$ cat config.mk
export PLATFORM = sky130hd
export DESIGN_NAME = btlpm_ctrl
export DESIGN_NICKNAME = d
export VERILOG_FILES = /design/src/rtl/btlpm_pkg.sv /design/src/rtl/btlpm_ctrl.sv
export SDC_FILE = /design/constraint.sdc
export NUM_CORES = 1
export LEC_CHECK = 0
export BUFFER_PORTS_ARGS = -buffer_cell sky130_fd_sc_hd__buf_2
export CAP_MARGIN = 30
export CORE_AREA = 3 3 40 42
export DETAILED_ROUTE_END_ITERATION = 12
export DIE_AREA = 0 0 43 45
export PLACE_DENSITY = 0.51
export SLEW_MARGIN = 5
export SYNTH_ARGS = -nofsm -noshare
export SYNTH_HDL_FRONTEND = slang
export SYNTH_SLANG_ARGS = --single-unit
$ cat constraint.sdc
create_clock -name clk -period 1.5 [get_ports clk]
set_clock_uncertainty 0.15 [all_clocks]
set_input_delay 0.075 -clock clk [delete_from_list [all_inputs] [get_ports clk]]
set_output_delay 0.075 -clock clk [all_outputs]
set_load 0.02 [all_outputs]
$ cat src/rtl/btlpm_pkg.sv
`default_nettype none
// ----------------------------------------------------------------------------
// btlpm_pkg - shared types and codes for the binary trie prefix matcher
// Command and status codes, controller states and the control/status
// bundles passed between controller and datapath.
// ----------------------------------------------------------------------------
package btlpm_pkg;

  localparam int NODES_DEF       = 1024;
  localparam int ACTION_BITS_DEF = 8;

  localparam logic [1:0] CMD_ADD    = 2'd0;
  localparam logic [1:0] CMD_REMOVE = 2'd1;
  localparam logic [1:0] CMD_LOOKUP = 2'd2;

  localparam logic [1:0] ST_OK        = 2'd0;
  localparam logic [1:0] ST_FULL      = 2'd1;
  localparam logic [1:0] ST_NOT_FOUND = 2'd2;

  localparam logic [5:0] MAX_DEPTH = 6'd32;

  typedef enum logic [1:0] {
    S_IDLE,
    S_STEP,
    S_RESP
  } state_t;

  typedef struct packed {
    logic load;
    logic record;
    logic step_down;
    logic alloc;
    logic wr_add;
    logic wr_clr;
    logic wr_back;
    logic fin_full;
    logic fin_nf;
  } ctl_t;

  typedef struct packed {
    logic [1:0] cmd;
    logic       at_end;
    logic       child_zero;
    logic       pool_full;
    logic       node_valid;
    logic       act_match;
  } st_t;

endpackage
`default_nettype wire

$ cat src/rtl/btlpm_ctrl.sv
`default_nettype none
// ----------------------------------------------------------------------------
// btlpm_ctrl - command sequencer
// Walks the trie one level per cycle and decides at each level whether to
// descend, allocate, write the final node or finish.
// ----------------------------------------------------------------------------
module btlpm_ctrl (
  input  wire logic             clk,
  input  wire logic             rst_n,
  input  wire logic             start,
  output logic                  busy,
  output logic                  out_valid,
  input  wire btlpm_pkg::st_t   st,
  output btlpm_pkg::ctl_t       ctl
);
  import btlpm_pkg::*;

  state_t state_r, state_nxt;

  always_ff @(posedge clk) begin
    if (!rst_n) begin
      state_r <= S_IDLE;
    end else begin
      state_r <= state_nxt;
    end
  end

  always_comb begin
    state_nxt = state_r;
    ctl       = '0;
    unique case (state_r)
      S_IDLE: begin
        if (start) begin
          ctl.load  = 1'b1;
          state_nxt = S_STEP;
        end
      end
      S_STEP: begin
        unique case (st.cmd)
          CMD_LOOKUP: begin
            ctl.record = 1'b1;
            if (st.at_end || st.child_zero) begin
              state_nxt = S_RESP;
            end else begin
              ctl.step_down = 1'b1;
            end
          end
          CMD_REMOVE: begin
            if (st.at_end) begin
              if (st.node_valid && st.act_match) begin
                ctl.wr_clr = 1'b1;
              end else begin
                ctl.fin_nf = 1'b1;
              end
              state_nxt = S_RESP;
            end else if (st.child_zero) begin
              ctl.fin_nf = 1'b1;
              state_nxt  = S_RESP;
            end else begin
              ctl.step_down = 1'b1;
            end
          end
          CMD_ADD: begin
            if (st.at_end) begin
              ctl.wr_add = 1'b1;
              state_nxt  = S_RESP;
            end else if (!st.child_zero) begin
              ctl.step_down = 1'b1;
            end else if (st.pool_full) begin
              // fresh path node must still land in memory
              ctl.wr_back  = 1'b1;
              ctl.fin_full = 1'b1;
              state_nxt    = S_RESP;
            end else begin
              ctl.alloc = 1'b1;
            end
          end
          default: begin
            state_nxt = S_RESP;
          end
        endcase
      end
      S_RESP: begin
        state_nxt = S_IDLE;
      end
      default: begin
        state_nxt = S_IDLE;
      end
    endcase
  end

  assign busy      = (state_r != S_IDLE);
  assign out_valid = (state_r == S_RESP);

  a_strobe_one_cycle: assert property (@(posedge clk) disable iff (!rst_n)
    out_valid |=> !out_valid)
    else $error("result strobe held longer than one cycle");

  a_busy_after_start: assert property (@(posedge clk) disable iff (!rst_n)
    (start && !busy) |=> busy)
    else $error("accepted command did not raise busy");

  a_single_op: assert property (@(posedge clk) disable iff (!rst_n)
    $onehot0({ctl.step_down, ctl.alloc, ctl.wr_add, ctl.wr_clr, ctl.wr_back}))
    else $error("more than one node store operation in a cycle");

endmodule
`default_nettype wire

==> results.md, run 1 <==
- Layout area overhead: 93.9%
- CP startpoint kind: flop
- CTS Buffer Depth: 2
- Regs by FF count: state_r (2)
- Setup TNS: 0 ns
- Commonest non-fill, non-tap cells in the layout: buf_2, nor2_1, clkbuf_4
- Insertion delay to the later sink of the worst-skew pair: around 0.22 ns
- Worst Path Arrival: 1.15 ns
- Final wirelength: 622 um
- Fraction of layout instances using a drive strength above 1: a little under three fifths
- Footprint of the multi-input gates: 150 um2
- Reg with most FFs: state_r
- Slew @ Worst Pin: about 0.18 ns
- Rel. slew slack: 88.2%
- RSZ-0062 raised after global routing: no
- Share of the synthesized area in the top cell type: 21.8%
- Final setup vio count: 0
- Remaining antenna violation count: 0
- Die width: 43 um
- Netlist Area Pre-Place: 184 um2
- Commonest non-fill, non-tap cell in the layout: buf_2
- Htree depth: 1
- Fin cells: 66
- Final period utilization: 91.3%
- # nets final: 63
- Post-DP HPWL: 492 um
- Vias per cell: 4.00
- Crit path kind: reg -> out
- FF/Latch Area: roughly 43 um2
- GRT Residual Overflow: 0
- Number of port buffers: 20
- Initial drt markers: 0
- Distinct cells, synth: 16
- Yosys warning total: 0
- Avg Inst Size Synth: ~6.6 um2
- FF-to-FF End: state_r[1]$_SDFFE_PN0P_
- Die area: just under 0.002 mm2
- Initial antenna violation count: 0
- Placer congestion estimate: a little over 0.7
- Hold slack: 0.00189 ns
- Sink Count: 2
- Cells after synthesis: 28
- Status: finished, final reports clean
- FMAX: 730 MHz
- Busiest grt layer: met2
- # Max-Cap Violations: 0
- Vias in the first global route: 244
- Fin crit period: 1.37 ns
- Met1 Track Usage GR: a little under a tenth
- Hold Path Class: in -> reg
- Final hold violation count: 0
- DP Cell Count: 62
- Number of placed I/O pins: 21
- Pins over their slew limit: 0
- Initial Utilization: 14.3%
- Met2 usage: 9.88%
- Largest area contributor in the netlist: dfxtp_1
- Seq/Total Area, Yosys: 21.8%
- R2R setup slack: 0.40 ns
- Pwr dens: 768 mW/mm2
- DRT Pass-1 Iters: 1
- Via Count: 264
- Std-Cell Rows: 13
- Crit. End Element: output port
- CTS tree: built
- Total core area: around 0.0013 mm2
- Die extent in y: 45 um
- Total CTS buffers: 3
- Number of remaining DRC errors: 0
- Max rail drop VDD: 188 uV
- Crit path to: ctl[2]
- Cell at the root of the clock tree: clkbuf_4
- Post-Route Utilization: 27.8%
- GRT Resource Usage Total: 7.64%
- Wire length per cell: about 9.4 um
- M3 GR Usage: 3.59%
- Lkg Pwr: 0.199 nW
- Synth area leaders: dfxtp_1, nor2_1, and3_1, nor2b_1, nor3b_2
- Synthesized Nets: 38
- Max FFs per register: 2
- Pin count of the biggest net entering global routing: 6
- Global-route wire length before repair: 1.02 mm
- Critical path required time: 1.27 ns
- Worst flop-to-flop path startpoint: state_r[0]$_SDFFE_PN0P_
- Flops & latches, synth: 2
- Ant diodes: 0
- Critical path peak fanout: 4
- Clk slew on worst S/H paths: roughly 0.030 ns
- FILL cells: between 150 and 200
- Critical Path Start: state_r[0]$_SDFFE_PN0P_
- Reg2Reg Depth: 3
==> per-stage QoR <==
step | power (mW) | area [um2] | setup slack [ns]
final | 0.274 | 357 | 0.130
after global routing | 0.299 | 357 | 0.0173
after CTS | 0.270 | 328 | 0.0282
after detailed placement | 0.143 | 295 | 0.279
after global placement | 0.143 | 295 | 0.273
after floorplan | 0.109 | 184 | 0.108
==> metal layers <==
metal / routed length (um) / part of all wire [%]
met1: 271 / 44
met2: 281 / 45
met3: 70 / 11
met4: 0 / 0
met5: 0 / 0
==> synthesized netlist by cell type, drive strengths merged <==
cell,count
o21ai,3
nor2,6
nor3b,1
and3,2
buf,1
nand3b,1
and3b,1
nand3,2
and2,1
inv,2
nor2b,2
dfxtp,2
a21oi,2
nor3,1
or2,1
==> report_power, final <==
group	internal [mW]	leakage [nW]	switching [mW]	total (mW)
Clock	0.0883	0.0138	0.0306	0.119
Combinational	0.0399	0.168	0.0485	0.0883
Sequential	0.0602	0.0172	0.00646	0.0667
Total	0.188	0.199	0.0855	0.274
==> worst min-delay path by stage <==
stage	start	endpoint	slack [ns]	cells after the start
5_1_grt	start	state_r[0]$_SDFFE_PN0P_	0.05	3
2_1_floorplan	rst_n	state_r[0]$_SDFFE_PN0P_	0.06	2
3_3_place_gp	rst_n	state_r[1]$_SDFFE_PN0P_	0.16	2
3_5_place_dp	rst_n	state_r[1]$_SDFFE_PN0P_	0.17	2
6_report	start	state_r[0]$_SDFFE_PN0P_	0.002	3
4_1_cts	start	state_r[0]$_SDFFE_PN0P_	0.003	3
==> repair_timing <==
| action | in CTS | in global routing |
|---|---|---|
| buffers inserted | 0 | 0 |
| setup endpoints to repair | 0 | 6 |
| gates resized for setup | 0 | 9 |
| endpoints found under the hold margin | 2 | 0 |
| hold buffers | 1 | 0 |
==> final cells by class <==
cell class                      instances  area share, %
Tap cell                               15           5.26
Inverter                                2           2.11
Timing Repair Buffer                   21           32.3
Sequential cell                         2           11.9
Multi-Input combinational cell         23           42.1
Clock buffer                            3           6.32
==> worst max-delay path, stage by stage, from the launching register on <==
cell	delay [ns]
dfxtp_2	0.33
nor3b_4	0.21
nand3_2	0.12
nor2_2	0.11
buf_4	0.15
==> cells by family after synthesis <==
logic type | count (synthesis) | synth area share (%)
simple gates | 18 | 56.5
compound gates | 5 | 13.6
buf+inv | 3 | 8.17
flops | 2 | 21.8
Power figures use the tool's default switching activity.
==> run 2, diff against run 1 <==
--- a/config.mk
+++ b/config.mk
@@ -10,7 +10,7 @@
 export CORE_AREA = 3 3 40 42
 export DETAILED_ROUTE_END_ITERATION = 12
 export DIE_AREA = 0 0 43 45
-export PLACE_DENSITY = 0.51
+export PLACE_DENSITY = 0.52
 export SLEW_MARGIN = 5
 export SYNTH_ARGS = -nofsm -noshare
 export SYNTH_HDL_FRONTEND = slang
==> constraint.sdc (replaced) <==
create_clock -name clk -period 1.2 [get_ports clk]
set_clock_uncertainty 0.15 [all_clocks]
set_input_delay 0.06 -clock clk [delete_from_list [all_inputs] [get_ports clk]]
set_output_delay 0.06 -clock clk [all_outputs]
set_load 0.02 [all_outputs]
==> run 2 against run 1 <==
Compared with the run above: the run now ends with setup timing left; hold slack gained 0.011 ns; sequential share of layout area shrank 0.75 points; count of clock-buffer cells in the layout is the same; critical path depth is the same; sequential cell count is the same; sequential power grew 23%; non-clock buffer count is the same; via count grew 4.5%.
==> results.md, run 2 (same netlist as run 1, synthesis figures left out) <==
- Pwr dens: 896 mW/mm2
- Wire length per cell: 8.88 um
- Fraction of layout instances using a drive strength above 1: 56.9%
- Fin cells: 66
- Via Count: 276
- Final period utilization: 112%
- Hold Path Class: in -> reg
- Rel. slew slack: slightly below 90%
- Htree depth: 1
- Total core area: roughly 0.0013 mm2
- DP Cell Count: between 60 and 70
- Sink Count: 2
- Number of port buffers: 20
- Critical path peak fanout: 4
- Slew @ Worst Pin: 0.186 ns
- Die extent in y: around 45 um
- Regs by FF count: state_r (2)
- Initial antenna violation count: 0
- # Max-Cap Violations: 0
- Failing checks: setup timing
- Reg with most FFs: state_r
- Remaining antenna violation count: 0
- Clk slew on worst S/H paths: 0.03 ns
- Crit. End Element: output port
- Worst Path Arrival: 1.14 ns
- Status: finished, violations left
- Layout area overhead: 107%
- Placer congestion estimate: slightly below 0.7
- Worst setup margin: -0.146 ns
- Cell at the root of the clock tree: clkbuf_4
- DRT Pass-1 Iters: 4
- Initial Utilization: 14.3%
- Ant diodes: 0
- Max FFs per register: 2
- # nets final: 63
- Power Total: 341 uW
- Initial drt markers: 3
- Global-route wire length before repair: 917 um
- DR top layer: met3
- Met1 WL: 197 um
- Final setup vio count: 10
- CTS tree: built
- Commonest non-fill, non-tap cell in the layout: buf_2
- Max rail drop VDD: 335 uV
- CP cell instances: nor3b_4, nand3_2, nor2_1, buf_4
- Number of placed I/O pins: 21
- Std-Cell Rows: 13
- Die area: 0.00194 mm2
- Lkg Pwr: 0.199 nW
- Routed wl met3: about 95 um
- Crit path kind: reg -> out
- CTS Buffer Depth: 2
- Insertion delay to the later sink of the worst-skew pair: 0.22 ns
- RSZ-0062 raised after global routing: yes
- WL met2: just under 300 um
- Vias per cell: 4.18
- Pin count of the biggest net entering global routing: 6
- Setup slack at placement: 0.0269 ns
- Commonest non-fill, non-tap cells in the layout: buf_2, nor2_1, buf_4
- FMAX: about 740 MHz
- Fin crit period: 1.35 ns
- Post-DP HPWL: about 500 um
- GRT Resource Usage Total: 6.81%
- CP startpoint kind: flop
- GRT Residual Overflow: 0
- Final hold violation count: 0
- Cell at the slowest stage of the critical path: dfxtp_2
- Critical path required time: between 0.9 and 1 ns
- Total CTS buffers: 3
- Final wirelength: 586 um
- Vias in the first global route: 255
- Pins over their slew limit: 0
- Number of remaining DRC errors: 0
- Slowest stage delay, CP: 0.33 ns
- Die width: 43 um
## run 2: what timing repair did
item | CTS | global route
hold buffers | 1 | 0
setup endpoints to repair | 10 | 11
setup buffers | 0 | 0
gates cloned | 0 | 0
pin swaps | 3 | 2
resized for setup | 13 | 1
endpoints found under the hold margin | 2 | 0
## run 2: cell type report
class                   count  area (um2)
clock buffers               3        22.5
fillers                   150         905
inverters                   2        7.51
multi-input cells          23         150
flip-flops and latches      2        42.5
well taps                  15        18.8
repair buffers             21         139
## run 2: critical path: cells and delay by family, from the launching register on
family	cells	cell delay [ns]
buffers and inverters	1	0.15
DFF	1	0.33
and+or+nand+nor	3	0.44
## run 2: through the flow
stage	TNS [ns]	cell area (um2)	hold WS [ns]	utilization, %
global route	-1.63	380	0.0485	29.6
CTS	-1.12	380	0.0403	29.6
floorplan	0	206	0.0484	-
finish	-0.910	380	0.0133	29.6
global placement	0	314	0.179	24.4
detailed placement	0	314	0.177	24.4
## run 2: worst paths after layout
path | from | endpoint | slack [ns] | cells after the start
max | state_r[0]$_SDFFE_PN0P_ | ctl[5] | -0.15 | 4
min | start | state_r[0]$_SDFFE_PN0P_ | 0.01 | 3
max reg2reg | state_r[0]$_SDFFE_PN0P_ | state_r[1]$_SDFFE_PN0P_ | 0.10 | 3
min reg2reg | state_r[0]$_SDFFE_PN0P_ | state_r[0]$_SDFFE_PN0P_ | 0.48 | 2
## run 2: where the power goes
group          internal, mW  switching (mW)  leakage, nW
clock                 0.110          0.0343       0.0138
combinational        0.0519          0.0626        0.168
sequential           0.0753         0.00682       0.0172
## run 2: layer usage
metal | track usage [%] | vias up
met5 | 0 | -
met3 | 3.19 | 0
met2 | 11.7 | 16
met1 | 5.50 | 120
li1 | - | 140
met4 | 7.23 | 0
